$ cat src/kcf_pkg.sv
// Shared constants, types and helper functions for the keyword censor filter.
// Used by kcf_match, kcf_emit and keyword_censor_filter; no dependencies.
`default_nettype none
package kcf_pkg;

	localparam int MAX_PATTERN = 8;
	localparam int CENSOR_LEN  = 10;
	localparam int BYTE_W      = 8;
	localparam int CNT_W       = 4;
	localparam int CFG_IDX_W   = 1;
	localparam int CFG_DATA_W  = 64;
	localparam int LEN_W       = 4;

	localparam logic [CFG_IDX_W-1:0] REG_PATTERN_BYTES  = 1'b0;
	localparam logic [CFG_IDX_W-1:0] REG_PATTERN_LENGTH = 1'b1;

	typedef logic [BYTE_W-1:0] byte_t;

	// One group of result bytes made by a single input item.
	typedef struct packed {
		logic [CENSOR_LEN-1:0][BYTE_W-1:0] bytes;
		logic [CNT_W-1:0]                  count;
		logic                              msg_end;
	} burst_t;

	function automatic byte_t fold(input byte_t c);
		if (c >= 8'h41 && c <= 8'h5A) begin
			return c + 8'h20;
		end
		return c;
	endfunction

	function automatic logic [CENSOR_LEN-1:0][BYTE_W-1:0] censor_text();
		logic [CENSOR_LEN-1:0][BYTE_W-1:0] t;
		t[0] = 8'h3C; // <
		t[1] = 8'h63; // c
		t[2] = 8'h65; // e
		t[3] = 8'h6E; // n
		t[4] = 8'h73; // s
		t[5] = 8'h6F; // o
		t[6] = 8'h72; // r
		t[7] = 8'h65; // e
		t[8] = 8'h64; // d
		t[9] = 8'h3E; // >
		return t;
	endfunction

endpackage
`default_nettype wire

$ cat src/keyword_censor_filter.sv
// Top level of the keyword censor filter: stream ports, configuration port.
// Depends on kcf_pkg, kcf_match and kcf_emit.
`default_nettype none
// Case-insensitive keyword censor. Text enters one byte per item; every
// occurrence of the configured pattern (up to 8 bytes, ASCII letters folded)
// leaves as the ten bytes "<censored>", leftmost and non-overlapping. Up to
// pattern length minus one bytes are held back until they can be decided;
// the byte marked tlast flushes them. A pattern length of zero passes text
// through. Writing either register discards pending bytes; write only while
// the block is idle. Rate: one item per cycle while each item yields at most
// one output byte and the output is ready. An item that yields more bytes (ten
// for a match, up to eight on a flush) holds off the input until its last byte
// leaves, because the output register sends one byte per cycle while ready and
// takes the next burst only as the last byte of the current one leaves. The
// first output byte appears in the cycle after its item is accepted.
module keyword_censor_filter (
	input  wire logic                            clk,
	input  wire logic                            arst_n,
	input  wire logic                            cfg_we,
	input  wire logic [kcf_pkg::CFG_IDX_W-1:0]   cfg_index,
	input  wire logic [kcf_pkg::CFG_DATA_W-1:0]  cfg_data,
	input  wire logic                            s_axis_tvalid,
	output logic                                 s_axis_tready,
	input  wire logic [7:0]                      s_axis_tdata,  // text_byte
	input  wire logic                            s_axis_tlast,  // text_last
	output logic                                 m_axis_tvalid,
	input  wire logic                            m_axis_tready,
	output logic [7:0]                           m_axis_tdata,  // out_byte
	output logic                                 m_axis_tuser,  // run_last
	output logic                                 m_axis_tlast   // message_end
);

	logic            accept;
	kcf_pkg::burst_t burst;

	assign accept = s_axis_tvalid && s_axis_tready;

	kcf_match u_match (
		.clk       (clk),
		.arst_n    (arst_n),
		.cfg_we    (cfg_we),
		.cfg_index (cfg_index),
		.cfg_data  (cfg_data),
		.accept    (accept),
		.text_byte (s_axis_tdata),
		.text_last (s_axis_tlast),
		.burst     (burst)
	);

	kcf_emit u_emit (
		.clk         (clk),
		.arst_n      (arst_n),
		.load        (accept),
		.burst       (burst),
		.can_load    (s_axis_tready),
		.out_valid   (m_axis_tvalid),
		.out_ready   (m_axis_tready),
		.out_byte    (m_axis_tdata),
		.run_last    (m_axis_tuser),
		.message_end (m_axis_tlast)
	);

`ifndef SYNTHESIS
	a_ready_when_empty: assert property (@(posedge clk) disable iff (!arst_n)
		!m_axis_tvalid |-> s_axis_tready)
		else $error("input stalled with empty output register");

	a_end_is_run_last: assert property (@(posedge clk) disable iff (!arst_n)
		m_axis_tvalid && m_axis_tlast |-> m_axis_tuser)
		else $error("message end not on last byte of a run");

	a_burst_continues: assert property (@(posedge clk) disable iff (!arst_n)
		m_axis_tvalid && m_axis_tready && !m_axis_tuser |=> m_axis_tvalid)
		else $error("burst broke off before its last byte");
`endif

endmodule
`default_nettype wire

$ cat src/kcf_match.sv
// Configuration registers, pending window and match logic of the censor filter.
// Depends on kcf_pkg; builds one result burst per accepted item.
`default_nettype none
module kcf_match (
	input  wire logic                             clk,
	input  wire logic                             arst_n,
	input  wire logic                             cfg_we,
	input  wire logic [kcf_pkg::CFG_IDX_W-1:0]    cfg_index,
	input  wire logic [kcf_pkg::CFG_DATA_W-1:0]   cfg_data,
	input  wire logic                             accept,
	input  wire kcf_pkg::byte_t                   text_byte,
	input  wire logic                             text_last,
	output kcf_pkg::burst_t                       burst
);

	logic [kcf_pkg::CFG_DATA_W-1:0]  pattern_q;
	logic [kcf_pkg::LEN_W-1:0]       length_q;
	logic [kcf_pkg::CNT_W-1:0]       count_q;
	kcf_pkg::byte_t                  window_q [kcf_pkg::MAX_PATTERN];

	logic [kcf_pkg::LEN_W-1:0]       len;
	logic [kcf_pkg::CNT_W-1:0]       cnt0;
	logic [kcf_pkg::CNT_W-1:0]       cnt1;
	logic [kcf_pkg::CNT_W-1:0]       count_d;
	kcf_pkg::byte_t                  win_ext  [kcf_pkg::MAX_PATTERN];
	kcf_pkg::byte_t                  win_next [kcf_pkg::MAX_PATTERN];
	logic                            full;
	logic                            hit;
	logic                            shift;

	always_comb begin
		len = (length_q > kcf_pkg::LEN_W'(kcf_pkg::MAX_PATTERN))
			? kcf_pkg::LEN_W'(kcf_pkg::MAX_PATTERN) : length_q;
		cnt0 = (count_q >= len) ? '0 : count_q;
		cnt1 = cnt0 + kcf_pkg::CNT_W'(1);
		full = (cnt1 == len);

		// Drop the new byte into the first free slot.
		for (int i = 0; i < kcf_pkg::MAX_PATTERN; i++) begin
			win_ext[i] = (kcf_pkg::CNT_W'(i) == cnt0) ? text_byte : window_q[i];
		end
		for (int i = 0; i < kcf_pkg::MAX_PATTERN - 1; i++) begin
			win_next[i] = win_ext[i+1];
		end
		win_next[kcf_pkg::MAX_PATTERN-1] = win_ext[kcf_pkg::MAX_PATTERN-1];

		hit = full;
		for (int i = 0; i < kcf_pkg::MAX_PATTERN; i++) begin
			if (kcf_pkg::LEN_W'(i) < len && kcf_pkg::fold(win_ext[i]) !=
				kcf_pkg::fold(pattern_q[kcf_pkg::BYTE_W*i +: kcf_pkg::BYTE_W])) begin
				hit = 1'b0;
			end
		end

		burst.msg_end = text_last;
		burst.bytes   = '0;
		burst.count   = '0;
		count_d       = '0;
		shift         = 1'b0;
		for (int i = 0; i < kcf_pkg::MAX_PATTERN; i++) begin
			burst.bytes[i] = win_ext[i];
		end
		if (len == '0) begin
			burst.bytes[0] = text_byte;
			burst.count    = kcf_pkg::CNT_W'(1);
		end else if (hit) begin
			burst.bytes = kcf_pkg::censor_text();
			burst.count = kcf_pkg::CNT_W'(kcf_pkg::CENSOR_LEN);
		end else if (text_last) begin
			// Flush everything pending, oldest first.
			burst.count = cnt1;
		end else if (full) begin
			burst.count = kcf_pkg::CNT_W'(1);
			count_d     = len - kcf_pkg::LEN_W'(1);
			shift       = 1'b1;
		end else begin
			count_d = cnt1;
		end
	end

	always_ff @(posedge clk or negedge arst_n) begin
		if (!arst_n) begin
			pattern_q <= '0;
			length_q  <= '0;
			count_q   <= '0;
		end else if (cfg_we) begin
			unique case (cfg_index)
				kcf_pkg::REG_PATTERN_BYTES:  pattern_q <= cfg_data;
				kcf_pkg::REG_PATTERN_LENGTH: length_q  <= cfg_data[kcf_pkg::LEN_W-1:0];
				default: ;
			endcase
			count_q <= '0;
		end else if (accept) begin
			count_q <= count_d;
		end
	end

	always_ff @(posedge clk) begin
		if (accept) begin
			for (int i = 0; i < kcf_pkg::MAX_PATTERN; i++) begin
				window_q[i] <= shift ? win_next[i] : win_ext[i];
			end
		end
	end

endmodule
`default_nettype wire

$ cat src/kcf_emit.sv
// Output register of the censor filter: holds one burst and sends it a byte at a time.
// Depends on kcf_pkg.
`default_nettype none
module kcf_emit (
	input  wire logic              clk,
	input  wire logic              arst_n,
	input  wire logic              load,
	input  wire kcf_pkg::burst_t   burst,
	output logic                   can_load,
	output logic                   out_valid,
	input  wire logic              out_ready,
	output kcf_pkg::byte_t         out_byte,
	output logic                   run_last,
	output logic                   message_end
);

	logic [kcf_pkg::CENSOR_LEN-1:0][kcf_pkg::BYTE_W-1:0] bytes_q;
	logic [kcf_pkg::CNT_W-1:0]                           cnt_q;
	logic                                                end_q;
	logic                                                pop;

	assign out_valid   = (cnt_q != '0);
	assign pop         = out_valid && out_ready;
	assign run_last    = (cnt_q == kcf_pkg::CNT_W'(1));
	assign message_end = run_last && end_q;
	assign out_byte    = bytes_q[0];
	// A new burst may enter as the last byte of the current one leaves.
	assign can_load    = !out_valid || (run_last && out_ready);

	always_ff @(posedge clk or negedge arst_n) begin
		if (!arst_n) begin
			cnt_q <= '0;
		end else if (load) begin
			cnt_q <= burst.count;
		end else if (pop) begin
			cnt_q <= cnt_q - kcf_pkg::CNT_W'(1);
		end
	end

	always_ff @(posedge clk) begin
		if (load) begin
			bytes_q <= burst.bytes;
			end_q   <= burst.msg_end;
		end else if (pop) begin
			for (int i = 0; i < kcf_pkg::CENSOR_LEN - 1; i++) begin
				bytes_q[i] <= bytes_q[i+1];
			end
		end
	end

endmodule
`default_nettype wire

$ cat config.mk
export PLATFORM = sky130hd
export DESIGN_NAME = keyword_censor_filter
export DESIGN_NICKNAME = d
export VERILOG_FILES = /design/src/kcf_pkg.sv /design/src/keyword_censor_filter.sv /design/src/kcf_match.sv /design/src/kcf_emit.sv
export SDC_FILE = /design/constraint.sdc
export NUM_CORES = 1
export LEC_CHECK = 0
export BUFFER_PORTS_ARGS = -buffer_cell sky130_fd_sc_hd__buf_2
export CORE_ASPECT_RATIO = 1.75
export CORE_MARGIN = 2
export CORE_UTILIZATION = 55
export CTS_CLUSTER_SIZE = 20
export DETAILED_ROUTE_END_ITERATION = 10
export GPL_TIMING_DRIVEN = 0
export PLACE_DENSITY_LB_ADDON = 0.2
export REMOVE_ABC_BUFFERS = 1
export SYNTH_ARGS = -nofsm -noshare
export SYNTH_HDL_FRONTEND = slang
export SYNTH_SLANG_ARGS = --single-unit
$ cat constraint.sdc
create_clock -name clk -period 18.22 [get_ports clk]
set_input_delay 2.733 -clock clk [delete_from_list [all_inputs] [get_ports clk]]
set_output_delay 2.733 -clock clk [all_outputs]
set_load 0.01 [all_outputs]
Word-level counts from Yosys, hierarchy flattened
Memories as Yosys holds them, arrays and structs flattened.
Index checks and enable logic that the tools add are counted.
{ "word_totals": {"regBits": 155, "ram_bits": 64, "in_bits": 79, "out_inout_bits": 12, "word_cells": 227, "n_memories": 1} }
{ "mem_list": {"columns": ["memory", "depth", "word_bits", "rd", "rd_ports_with_merged_regs", "wr", "line_no", "source"], "rows": [
  ["u_match.window_q", 8, 8, 8, 0, 8, "kcf_match.sv:19", "kcf_pkg::byte_t window_q [kcf_pkg::MAX_PATTERN];"]
]} }
{ "op_classes": {"add_sub_neg": 19, "order_cmp": 42, "eq_ne": 17, "mux": 95, "bitwise_logic": 1, "reduce_logical": 37} }
{ "op_table": {"columns": ["operator", "count"], "rows": [
  ["8-bit 2-to-1 mux", 47],
  ["72-bit 2-to-1 mux", 2],
  ["8-bit by 6-bit adder with 8-bit output (second input constant)", 16],
  ["8-bit by 7-bit greater-or-equal comparator with 1-bit output (second input constant)", 16],
  ["8-bit by 7-bit less-or-equal comparator with 1-bit output (second input constant)", 16],
  ["78-bit 2-to-1 mux", 1],
  ["64-bit 2-to-1 mux", 1],
  ["8-bit != test", 8],
  ["4-bit 2-to-1 mux", 12],
  ["1-bit 2-to-1 mux", 31],
  ["1-bit logical AND", 28],
  ["3-bit by 4-bit == test with 1-bit output (first input constant)", 4],
  ["3-bit by 4-bit < comparator with 1-bit output (first input constant)", 4],
  ["12-bit 2-to-1 mux", 1],
  ["2-bit by 4-bit == test with 1-bit output (first input constant)", 2],
  ["4-bit logical NOT", 2],
  ["1-bit by 4-bit < comparator with 1-bit output (first input constant)", 2],
  ["2-bit by 4-bit < comparator with 1-bit output (first input constant)", 2],
  ["4-bit by 1-bit subtractor with 4-bit output (second input constant)", 2],
  ["4-bit by 1-bit adder with 4-bit output (second input constant)", 1],
  ["1-bit by 4-bit == test with 1-bit output (first input constant)", 1],
  ["4-bit by 1-bit == test with 1-bit output (second input constant)", 1],
  ["4-bit == test", 1],
  ["4-bit greater-or-equal comparator", 1],
  ["7 further kinds", 9]
]} }

Depth between registers and ports, before layout
Gate-level depths: netlist (run 1).
{ "depth": {"ltp_word": 24, "depth_mapped": 29, "mapped_depth_nobuf": 24} }

Hierarchy
A second synthesis (run 1) with hierarchy kept.
{ "unflattened": {"cells_unflattened": 1240, "area_unflattened_um2": 13440.4} }
{ "modules_own_cells": {"columns": ["module", "n_inst", "cells_per_inst", "area_per_inst_um2", "seq_area_each_um2"], "rows": [
  ["kcf_match", 1, 1032, 9770.6, 3723.6],
  ["kcf_emit", 1, 207, 3663.5, 2532.4],
  ["keyword_censor_filter", 1, 1, 6.3, 0.0]
]} }

Worst setup path before layout (run 1)
No wires, ideal clock.
{ "synth_timing": {"kind": "input port to flip-flop", "startpoint": "input s_axis_tdata[1]", "endpoint": "register u_emit.bytes_q, in the netlist u_emit.out_byte[1], data pin", "setup_ps": 261, "arrival_time_ps": 5792, "t_required_ps": 17959, "setup_slack_ps": 12167, "path_stages": 14, "n_path_buf": 2, "path_cell_list": "buf_2 or4_1 o21ai_2 nor4_1 a221oi_1 xor2_1 o221ai_1 o41ai_1 o211ai_1 a22o_1 or2_1 buf_2 a221oi_1 nor2_1"} }
{ "synth_via": {"elab_chain_cells": 18, "word_cells_on_any_way": 91, "cone_classes": "8 x add/sub; 16 x order compare; 8 x eq/ne; 43 x mux; 16 x reduce/logical"} }
{ "synth_lines": {"columns": ["element", "line_no", "source"], "rows": [
  ["from (decl)", "keyword_censor_filter.sv:24", "input wire logic [7:0] s_axis_tdata,"],
  ["8-bit 2-to-1 mux", "kcf_match.sv:40", "win_ext[i] = (kcf_pkg::CNT_W'(i) == cnt0) ? text_byte : window_q[i];"],
  ["8-bit by 7-bit greater-or-equal comparator with 1-bit output / 8-bit by 7-bit less-or-equal comparator with 1-bit output (equally long branches)", "kcf_pkg.sv:27", "if (c >= 8'h41 && c <= 8'h5A) begin"],
  ["1-bit logical AND", "kcf_pkg.sv:27", null],
  ["1-bit 2-to-1 mux", "kcf_pkg.sv:27", null],
  ["8-bit 2-to-1 mux", "kcf_pkg.sv:30", "return c;"],
  ["8-bit != test", "kcf_match.sv:49", "if (kcf_pkg::LEN_W'(i) < len && kcf_pkg::fold(win_ext[i]) !="],
  ["1-bit logical AND", "kcf_match.sv:49", null],
  ["1-bit 2-to-1 mux (8 in a row)", "kcf_match.sv:49", null],
  ["78-bit 2-to-1 mux", "kcf_match.sv:66", "end else if (hit) begin"],
  ["12-bit 2-to-1 mux (*)", "kcf_match.sv:63", "if (len == '0) begin"],
  ["72-bit 2-to-1 mux (*)", "kcf_emit.sv:41", "if (load) begin"],
  ["to (signal assigned)", "kcf_emit.sv:42", "bytes_q <= burst.bytes;"],
  ["to (signal, indexed assignment)", "kcf_emit.sv:46", "bytes_q[i] <= bytes_q[i+1];"],
  ["to (decl)", "kcf_emit.sv:17", "logic [kcf_pkg::CENSOR_LEN-1:0][kcf_pkg::BYTE_W-1:0] bytes_q;"]
]} }
Every way passes the cells marked *; elsewhere a longest branch is shown, timed or not. The select of a mux whose other input is x is not followed.
A chain may end at the register's enable or synchronous reset.

==> results of run 1 <==
## final cells by class
class | count | area [sq um]
repair buffers | 100 | 686
fillers | 2000 | 8910
clock buffers | 29 | 597
clock inverters | 9 | 100
inverters | 65 | 249
flip-flops and latches | 209 | 5900
multi-input cells | 939 | 6330
well taps | 304 | 380
## final timing paths
kind                                            startpoint                                end  slack, ps  cells after the start
min in group asynchronous                           arst_n   u_match.pattern_q[5]$_DFFE_PN0P_       2170                      1
max in group asynchronous                           arst_n  u_match.pattern_q[54]$_DFFE_PN0P_      15430                      2
min                           u_emit.bytes_q[47]$_DFFE_PP_       u_emit.bytes_q[39]$_DFFE_PP_        530                      2
max reg2reg                u_match.length_q[3]$_DFFE_PN0P_  u_match.window_q[0][26]$_DFFE_PP_       9580                     25
max                        u_match.length_q[3]$_DFFE_PN0P_  u_match.window_q[0][26]$_DFFE_PP_       9580                     25
min reg2reg                   u_emit.bytes_q[47]$_DFFE_PP_       u_emit.bytes_q[39]$_DFFE_PP_        530                      2
## critical path, delay by kind of cell (launching register included)
family | cells | cell delay [ps]
AO/OA/AOI/OAI | 10 | 3770
buffers and inverters | 6 | 1390
flip-flops | 1 | 480
adder cells (fa/ha/maj) | 3 | 1240
AND/OR/NAND/NOR | 6 | 1470
## registers in the layout, indices dropped and copies added, names as in the netlist
signal and flops:
u_emit.bytes_q 60, u_emit.end_q 1, u_match.window_q 64, u_emit.out_byte 8, u_match.pattern_q 64, u_emit.cnt_q 4, u_match.count_q 4, u_match.length_q 4
## layer usage
metal	vias to the layer above	wire length (um)	share of wire	track usage
met5	-	0	0	0
met3	145	1740	0.047	0.0301
met4	0	3150	0.085	0.233
met2	387	18700	0.51	0.526
li1	4865	-	-	-
met1	5181	13300	0.36	0.322
## cells in the final DEF, fill, tap and decap left out, types with 27 or more instances in the layout
cell type,synthesis,routed
inv_1,64,63
nand2_1,113,112
ha_1,31,31
nand3_1,31,31
dfrtp_1,76,76
mux2_2,58,57
mux2i_1,52,52
xor2_1,28,28
o21ai_0,54,54
edfxtp_1,133,133
o31ai_1,28,28
nor2_1,117,116
buf_2,15,89
nor3_1,38,38
xnor2_1,27,27
a21oi_1,79,79
a31oi_1,46,46
## synth_stat cells, types with 5 or more instances
cell type	n
a21boi_0	15
a21o_1	15
a21oi_1	79
a221oi_1	10
a2bb2oi_1	7
a31oi_1	46
and2_1	19
and3_1	8
buf_1	6
buf_2	15
buf_4	17
clkbuf_1	34
dfrtp_1	76
edfxtp_1	133
ha_1	31
inv_1	64
mux2_2	58
mux2i_1	52
nand2_1	113
nand2b_1	5
nand3_1	31
nor2_1	117
nor2b_1	8
nor3_1	38
nor4_1	6
o2111ai_1	11
o211ai_1	10
o21ai_0	54
o221ai_1	6
o311a_1	6
o31ai_1	28
or2_1	9
or2_2	9
or3_1	9
or4_1	5
xnor2_1	27
xor2_1	28
## metrics by stage
step / setup WS (ps) / hold WS [ps] / instances / power, mW
global route: 9190 / 550 / 1655 / 1.65
CTS: 9820 / 522 / 1655 / 1.58
global placement: 4930 / 503 / 1607 / 1.12
floorplan: 8830 / 492 / 1213 / 0.986
detailed placement: 9860 / 508 / 1617 / 1.13
finish: 9580 / 528 / 1655 / 1.58
## logic make-up after synthesis
| family | after synthesis | synth area share |
|---|---|---|
| AO/OA/AOI/OAI | 351 | 0.187 |
| buffers and inverters | 141 | 0.0500 |
| flip-flops | 209 | 0.459 |
| adder cells (fa/ha/maj) | 31 | 0.0302 |
| AND/OR/NAND/NOR | 391 | 0.143 |
| XOR/XNOR | 56 | 0.0393 |
| multiplexers | 110 | 0.0914 |
## report_power, final
part / switching, mW / total, mW / internal, mW
combinational: 0.255 / 0.424 / 0.169
clock: 0.190 / 0.449 / 0.259
sequential: 0.0645 / 0.702 / 0.638
total: 0.510 / 1.58 / 1.07
==> impl_results.md, run 1 <==
- Status: finished, final reports clean
- Worst Path Arrival: 8920 ps
- Antenna violations before repair: 0
- Maximum Capacitance Violations: 0
- Worst path most repeated cell: inv_1
- # rows: 74
- Die span in x: 119 um
- Fin Clk Skew: 12.2 ps
- Post-CTS sizing: 0
- Leading area contributor after synthesis: edfxtp_1
- CP max stage cell: o211ai_1
- Leakage: 5.91 nW
- Largest net degree at the start of global routing: 77
- Core Region: 23,100 sq um
- Worst slew pin tran: 1370 ps
- Vias/cell: 6.39
- Main flop type after synthesis: edfxtp_1
- Post-DP Area: 13,500 sq um
- Htree depth: 1
- Setup TNS: 0 ps
- Worst EP required: 18,490 ps
- Vias in the first global route: 10.3k
- Routability Congestion: 0.919
- Root buffer cell: clkbuf_16
- EDFF count, synth: 133
- Post-synth cell types: 81
- Seq/Total Area, Yosys: 0.459
- Util after Layout: 0.615
- Total die area: 24,600 sq um
- WL per Instance: 22.3 um
- Area share of the largest cell type after synthesis: 0.311
- Clk slew on worst S/H paths: 70 ps
- CTS tree: done
- GRT overflow: 0
- Power Density: 111 nW/um^2
- Synth async-reset ratio: 0.364
- RSZ-0062 raised after global routing: no
- Area Overhead vs Synth: 10.9%
- Crit Path Max Fanout: 21
- Dpl hpwl: 26.5 mm
- Port Buffers: 90
- Initial Utilization: 0.555
- Hold bufs inserted after CTS: 0
- Antenna-violating nets left: 0
- Cells after Synth: 1,289
- Via count: 10.6k
- Crit Path Category: flop to flop
- First-pass GRT wire length: 56.1 mm
- Tot GR Track Use: 0.297
- Worst min path class: flop to flop
- Startpoint type of the worst setup path: flop
- Layout net count: 1,446
- Die H: 206 um
- Syn_area_per_cell: 9.96 sq um
- CTS Buf Count: 21
- Max IR drop VDD: 79.7 uV
- Drt first pass iters: 5
- Initial DRC Count: 903
- # setup viols final: 0
- Clk_lat worst skew: 520 ps
- Diodes inserted: 0
- DRC viols: 0
- Max-slew violations: 0
- Yosys warnings: 0
- Fin crit share: 0.474
- Final Hold Viols: 0
- Drt total wl: 36.8 mm
- Synth top area cells: edfxtp_1, dfrtp_1, mux2_2
- CTS sink cnt: 209
- Layout cell share with drive strength beyond 1: 0.164
- Max incr delay on CP: 1070 ps
- Max clock buf depth: 3
- Worst Setup End Kind: flop
- Tmin final: 8640 ps
- Postcts setup bufs: 0
- IO Pins: 91
- Finished Cell Area: 14,200 sq um
- Max-slew headroom: 0.0812
- Count of state elements after synthesis: 209
- Synth Cell Area: 12,800 sq um
- Fmax: 116 MHz
(Power assumes the default switching activity.)
==> run 2: changes to the inputs <==
ABC_AREA = 1   (was unset)
clock period = 8.5 ns   (was 18.22 ns; I/O delays follow)
==> impl_results.md, run 2 <==
- Antenna-violating nets left: 0 (unchanged)
- Buffers & Inverters on Critical Path: 5 (-1)
- Root buffer cell: clkbuf_16
- Util after Layout: 0.617 (+0.00136)
- Synth top area cells: edfxtp_1, dfrtp_1, nand2_1
- Die span in x: 121 um (+1.1%)
- Tmin final: 6360 ps (-2290 ps)
- DRC viols: 0 (unchanged)
- Area Overhead vs Synth: 10.1%
- Largest net degree at the start of global routing: 106 (+38%)
- Layout net count: 1,784 (+23%)
- Layout cell share with drive strength beyond 1: 0.144 (-0.0198)
- GRT overflow: 0 (unchanged)
- Top Registers: u_match.pattern_q (64), u_match.window_q (64), u_emit.bytes_q (60)
- Fillers: 2,127 (+6.4%)
- Post-synth cell types: 52 (-36%)
- Syn_area_per_cell: 8.10 sq um (-19%)
- Synth Area in Adders: 0.0296 (-0.000646)
- Crit Path Category: flop to flop
- Leading area contributor after synthesis: edfxtp_1
- Worst min path class: flop to flop
- Startpoint type of the worst setup path: flop
- Clk_lat worst skew: 510 ps (about the same)
- Worst path most repeated cell: nor2_1
- Post-Layout Cell Count: 1,994 (+20%)
- Initial Utilization: 0.560 (+0.00539)
- Core Region: 23,400 sq um (+1.2%)
- Compound-Gate Fraction of Synth Area: 0.121 (-0.0654)
- Antenna violations before repair: 0 (unchanged)
- Dpl hpwl: 24.5 mm (-7.7%)
- Max incr delay on CP: 830 ps (-240 ps)
- Yosys warnings: 0 (unchanged)
- Fin Clk Skew: 9.42 ps (-2.75 ps)
- CTS Buf Count: 22 (+4.8%)
- Count of state elements after synthesis: 209 (unchanged)
- Fmax: 157 MHz (+36%)
- Seq/Total Area, Yosys: 0.449 (-0.00981)
- Htree depth: 1 (unchanged)
- Post-synthesis xor/xnor area fraction: 0.0227 (-0.0166)
- Port Buffers: 90 (unchanged)
- First-pass GRT wire length: 55.3 mm (-1.4%)
- Via count: 11.0k (+4.4%)
- Worst path top cell family by delay: simple AND/OR/NAND/NOR gates
- Diodes inserted: 0 (unchanged)
- EDFF count, synth: 133 (unchanged)
- Simple-gate portion of the synthesized area: 0.265 (+0.122)
- Vias/cell: 5.54 (-13%)
- Setup ws final: 2140 ps (-7430 ps)
- WL per Instance: 17.2 um (-23%)
- Main flop type after synthesis: edfxtp_1
- Clk slew on worst S/H paths: 60 ps (about the same)
- Leakage: 6.80 nW (+15%)
- Crit Path Max Fanout: 58 (+180%)
- IO Pins: 91 (unchanged)
- Worst Path Arrival: 6610 ps (-2310 ps)
- Fin crit share: 0.748 (+0.274)
- RSZ-0062 raised after global routing: no
- Tot GR Track Use: 0.280 (-0.0165)
- Largest family of logic cells by synthesized area: simple AND/OR/NAND/NOR gates
- Synth Cell Area: 13,100 sq um (+2.2%)
- Post-CTS sizing: 0 (unchanged)
- Area share of the largest cell type after synthesis: 0.304 (-0.00665)
- # rows: 74 (unchanged)
- Most common cell in the netlist: nand2_1
- Worst Setup End Kind: flop
- Max clock buf depth: 3 (unchanged)
- Status: finished, final reports clean
- Power Density: 190 nW/um^2 (+72%)
- Worst slew pin tran: 984 ps (-388 ps)
- Most common cell after layout, fill and taps aside: nand2_1
- Mux cell area share after synthesis: 0.0206 (-0.0708)
- Maximum Capacitance Violations: 0 (unchanged)
- Worst EP required: 8760 ps (-9730 ps)
- Drt first pass iters: 5 (unchanged)
- Hold bufs inserted after CTS: 0 (unchanged)
- Die H: 208 um (+1.1%)
- CTS tree: done
- Final Hold Viols: 0 (unchanged)
- Postcts setup bufs: 0 (unchanged)
- CP max stage cell: ha_1
- Vias in the first global route: 11.1k (+7.5%)
- Tot Pwr: 2.74 mW (+74%)
- # setup viols final: 0 (unchanged)
- Synth async-reset ratio: 0.364 (unchanged)
- Total die area: 25,100 sq um (+2.1%)
- Cells after Synth: 1,619 (+26%)
- Most frequent cells in the layout: nand2_1, inv_1, nor2_1, edfxtp_1, nand3_1
- Routability Congestion: 0.881 (-4.2%)
- Drt total wl: 34.3 mm (-6.9%)
- Initial DRC Count: 820 (-9.2%)
- Most frequent cells after synthesis: nand2_1, inv_1, nor2_1
- CTS sink cnt: 209 (unchanged)
- Cell total after placement: 1,954 (+21%)
- Max-slew headroom: 0.342 (+0.261)
- Dpl ws: 2130 ps (-7730 ps)
- Max-slew violations: 0 (unchanged)
- Max IR drop VDD: 125 uV (+56%)
[run 2: cell count changes after synthesis, sizes merged, moves of 19 or more]
| cell | before | now |
|---|---|---|
| inv | 64 | 210 |
| o31ai | 28 | 1 |
| a31oi | 46 | 1 |
| nand3 | 31 | 134 |
| nor2 | 117 | 180 |
| mux2 | 58 | 24 |
| nor3 | 38 | 17 |
| mux2i | 52 | 0 |
| nand2 | 115 | 406 |
| and2 | 19 | 0 |
| xnor2 | 27 | 6 |
| o21ai | 55 | 144 |
| nand4 | 4 | 24 |
[run 2: layout make-up]
class / instances / area [sq um] / share of cell area
inverter: 215 / 816 / 0.0565
clock inverter: 3 / 15.0 / 0.00104
tap: 304 / 380 / 0.0263
clock buffer: 37 / 699 / 0.0484
multi-input combinational: 1130 / 6040 / 0.418
timing repair buffer: 96 / 594 / 0.0412
sequential: 209 / 5900 / 0.408
[run 2: path summary, 6_finish.rpt]
check                      slack [ps]                            start                           endpoint  cells after the start
max                              2140  u_match.length_q[3]$_DFFE_PN0P_  u_match.window_q[0][21]$_DFFE_PP_                     28
max in group asynchronous        7200                           arst_n   u_match.pattern_q[1]$_DFFE_PN0P_                      2
min reg2reg                       520     u_emit.bytes_q[31]$_DFFE_PP_       u_emit.bytes_q[23]$_DFFE_PP_                      2
min                               520     u_emit.bytes_q[31]$_DFFE_PP_       u_emit.bytes_q[23]$_DFFE_PP_                      2
max reg2reg                      2140  u_match.length_q[3]$_DFFE_PN0P_  u_match.window_q[0][21]$_DFFE_PP_                     28
min in group asynchronous         690                           arst_n  u_match.pattern_q[60]$_DFFE_PN0P_                      1
[run 2: power breakdown]
part / switching [mW] / total [mW] / internal, mW
clock network: 0.408 / 0.967 / 0.559
registers: 0.0610 / 1.28 / 1.22
logic: 0.315 / 0.501 / 0.186
[run 2: logic make-up (layout without fill, tap and decap cells)]
group           count (synthesis)  in the layout
compound gates                264            264
xor+xnor                       34             34
fa+ha+maj                      31             31
buf+inv                       280            351
flops                         209            209
mux                            24             24
simple gates                  777            777
[run 2: routing by layer]
layer,track usage,vias to the layer above,routed length (um)
met1,0.299,5157,12200
met3,0.0285,110,1570
met2,0.509,335,18000
met4,0.190,0,2550
li1,-,5437,-
met5,0,-,0
[run 2: metrics by stage]
| stage | TNS (ps) | instance area, sq um | hold WS (ps) |
|---|---|---|---|
| 2_1_floorplan | 0 | 12700 | 475 |
| 3_3_place_gp | -8430 | 13600 | 500 |
| 3_5_place_dp | 0 | 13700 | 510 |
| 4_1_cts | 0 | 14400 | 528 |
| 5_1_grt | 0 | 14400 | 553 |
| 6_report | 0 | 14400 | 525 |
[run 2: worst reg2reg max path: cells and delay by family (launching register included)]
family	cells	cell delay (ps)
compound gates	3	570
fa+ha+maj	3	1480
buf+inv	5	810
flops	1	470
simple gates	17	2760
==> run 3: changes to the inputs <==
clock period = 6.27 ns   (was 8.5 ns; I/O delays follow)
==> impl_results.md, run 3 (synthesis results as in run 2) <==
- IO Pins: 91 (unchanged)
- Worst path most repeated cell: nor2_1
- Vias/cell: 5.55 (+0.24%)
- Hold bufs inserted after CTS: 0 (unchanged)
- Tmin final: 5810 ps (-545 ps)
- CP max stage cell: dfrtp_1
- CTS tree: done
- CTS sink cnt: 209 (unchanged)
- Crit Path Max Fanout: 58 (unchanged)
- Die span in x: 121 um (unchanged)
- Fin crit share: 0.927 (+0.179)
- Routability Congestion: 0.881 (unchanged)
- Via count: 11.1k (+0.29%)
- Initial DRC Count: 933 (+14%)
- Worst EP required: 6530 ps (-2230 ps)
- Startpoint type of the worst setup path: flop
- Status: finished, final reports clean
- Top Registers: u_match.pattern_q (64), u_match.window_q (64), u_emit.bytes_q (60)
- Largest net degree at the start of global routing: 106 (unchanged)
- CTS Buf Count: 22 (unchanged)
- Worst min path class: primary input to asynchronous set/reset pin
- Initial Utilization: 0.560 (unchanged)
- Most common cell after layout, fill and taps aside: nand2_1
- Max-slew violations: 0 (unchanged)
- Final Hold Viols: 0 (unchanged)
- Antenna violations before repair: 0 (unchanged)
- Worst Setup End Kind: flop
- Diodes inserted: 0 (unchanged)
- Worst r2r path cells: 27 (-3.6%)
- Maximum Capacitance Violations: 0 (unchanged)
- Max-slew headroom: 0.341 (-0.00110)
- Root buffer cell: clkbuf_16
- Antenna-violating nets left: 0 (unchanged)
- Tot GR Track Use: 0.280 (unchanged)
- Crit Path Category: flop to flop
- Clk slew on worst S/H paths: 60 ps (about the same)
- Area Overhead vs Synth: 10.7%
- # setup viols final: 0 (unchanged)
- Layout cell share with drive strength beyond 1: 0.148 (+0.00405)
- Worst path top cell family by delay: simple AND/OR/NAND/NOR gates
- Dpl hpwl: 24.5 mm (unchanged)
- Path length in cells of the critical path: 27 (-3.6%)
- Fillers: 2,112 (-0.71%)
- Total die area: 25,100 sq um (unchanged)
- Layout net count: 1,785 (+0.056%)
- Worst Path Arrival: 6070 ps (-540 ps)
- Drt first pass iters: 5 (unchanged)
- First-pass GRT wire length: 55.3 mm (unchanged)
- Worst slew pin tran: 985 ps (+1.64 ps)
- Fmax: 172 MHz (+9.4%)
- Max IR drop VDD: 168 uV (+35%)
- # rows: 74 (unchanged)
- Drt total wl: 34.6 mm (+0.81%)
- Post-Layout Cell Count: 1,995 (+0.050%)
- Cell total after placement: 1,954 (unchanged)
- Most frequent cells in the layout: nand2_1, inv_1, nor2_1, edfxtp_1, nand3_1
- Htree depth: 1 (unchanged)
- Fin Clk Skew: 13.8 ps (+4.39 ps)
- Tot Pwr: 3.73 mW (+36%)
- Power Density: 257 nW/um^2 (+35%)
- Buffers & Inverters on Critical Path: 4 (-1)
- RSZ-0062 raised after global routing: no
- Port Buffers: 90 (unchanged)
- Max incr delay on CP: 480 ps (-350 ps)
- Leakage: 6.80 nW (about the same)
- Reg area: 5900 sq um (unchanged)
- Vias in the first global route: 11.1k (+0.036%)
- GRT overflow: 0 (unchanged)
- Max clock buf depth: 3 (unchanged)
- Area of the multi-input gates: 6110 sq um (+1.2%)
- Core Region: 23,400 sq um (unchanged)
- Die H: 208 um (unchanged)
- WL per Instance: 17.3 um (+0.76%)
- DRC viols: 0 (unchanged)
- Clk_lat worst skew: 520 ps (about the same)
run 3: cell count changes in the layout (fill, tap and decap cells not counted), sizes merged:
cell	change
nand2	+1
run 3: metrics by stage:
stage                     hold WS, ps  setup TNS, ps  setup WS, ps  utilization  cell area, sq um
after floorplan                   475              0           712            -             12700
after global placement            500        -243270         -2260        0.579             13600
after detailed placement          510          -2540         -96.6        0.586             13700
after CTS                         368              0          48.1        0.617             14400
after global routing              385              0          11.2        0.620             14500
final                             359              0           457        0.620             14500
run 3: cell type report:
| class | instances | area share |
|---|---|---|
| sequential | 209 | 0.406 |
| timing repair buffer | 96 | 0.0409 |
| clock inverter | 3 | 0.00103 |
| clock buffer | 37 | 0.0482 |
| multi-input combinational | 1131 | 0.421 |
| inverter | 215 | 0.0564 |
| tap | 304 | 0.0262 |
run 3: metal layers:
metal | track usage | share of wire | vias to the layer above
met5 | 0 | 0 | -
met3 | 0.0285 | 0.053 | 111
met2 | 0.509 | 0.52 | 384
met4 | 0.190 | 0.074 | 0
li1 | - | - | 5447
met1 | 0.299 | 0.35 | 5129
run 3: what timing repair did:
action                                  4_1_cts  5_1_grt
endpoints found under the setup margin       56       85
pin swaps                                     0        1
gates cloned                                  0        1
setup buffers                                 0        0
resized for setup                             2       11
run 3: final timing paths:
kind	from	end	slack [ps]
setup / recovery	u_match.length_q[3]$_DFFE_PN0P_	u_match.window_q[0][21]$_DFFE_PP_	460
setup reg to reg	u_match.length_q[3]$_DFFE_PN0P_	u_match.window_q[0][21]$_DFFE_PP_	460
hold reg to reg	u_emit.bytes_q[31]$_DFFE_PP_	u_emit.bytes_q[23]$_DFFE_PP_	530
hold / removal	arst_n	u_match.pattern_q[60]$_DFFE_PN0P_	360
min in group clk	u_emit.bytes_q[31]$_DFFE_PP_	u_emit.bytes_q[23]$_DFFE_PP_	530
max in group asynchronous	arst_n	u_match.pattern_q[1]$_DFFE_PN0P_	5300
run 3: worst register-to-register path, stage by stage, from the launching register on:
cell	delay, ps
dfrtp_1	480
inv_1	150
a21oi_1	50
nor2_1	220
inv_1	140
ha_1	310
nand2_1	70
nand2_1	70
nand2_4	100
nand3_4	130
nor2_1	350
ha_4	340
nand2_4	200
o21ai_1	380
inv_1	180
nor2_1	120
nand2_1	80
nand3_2	100
nor2_1	60
o21ai_0	140
nand2_1	70
nor2_1	380
nor2_1	190
nor3b_2	220
nand2_2	310
nand2_8	310
buf_16	280
o21ai_1	120
run 3: power by group:
part / internal, mW / total (mW) / switching, mW
Combinational: 0.253 / 0.684 / 0.431
Sequential: 1.65 / 1.73 / 0.0829
Clock: 0.758 / 1.31 / 0.553
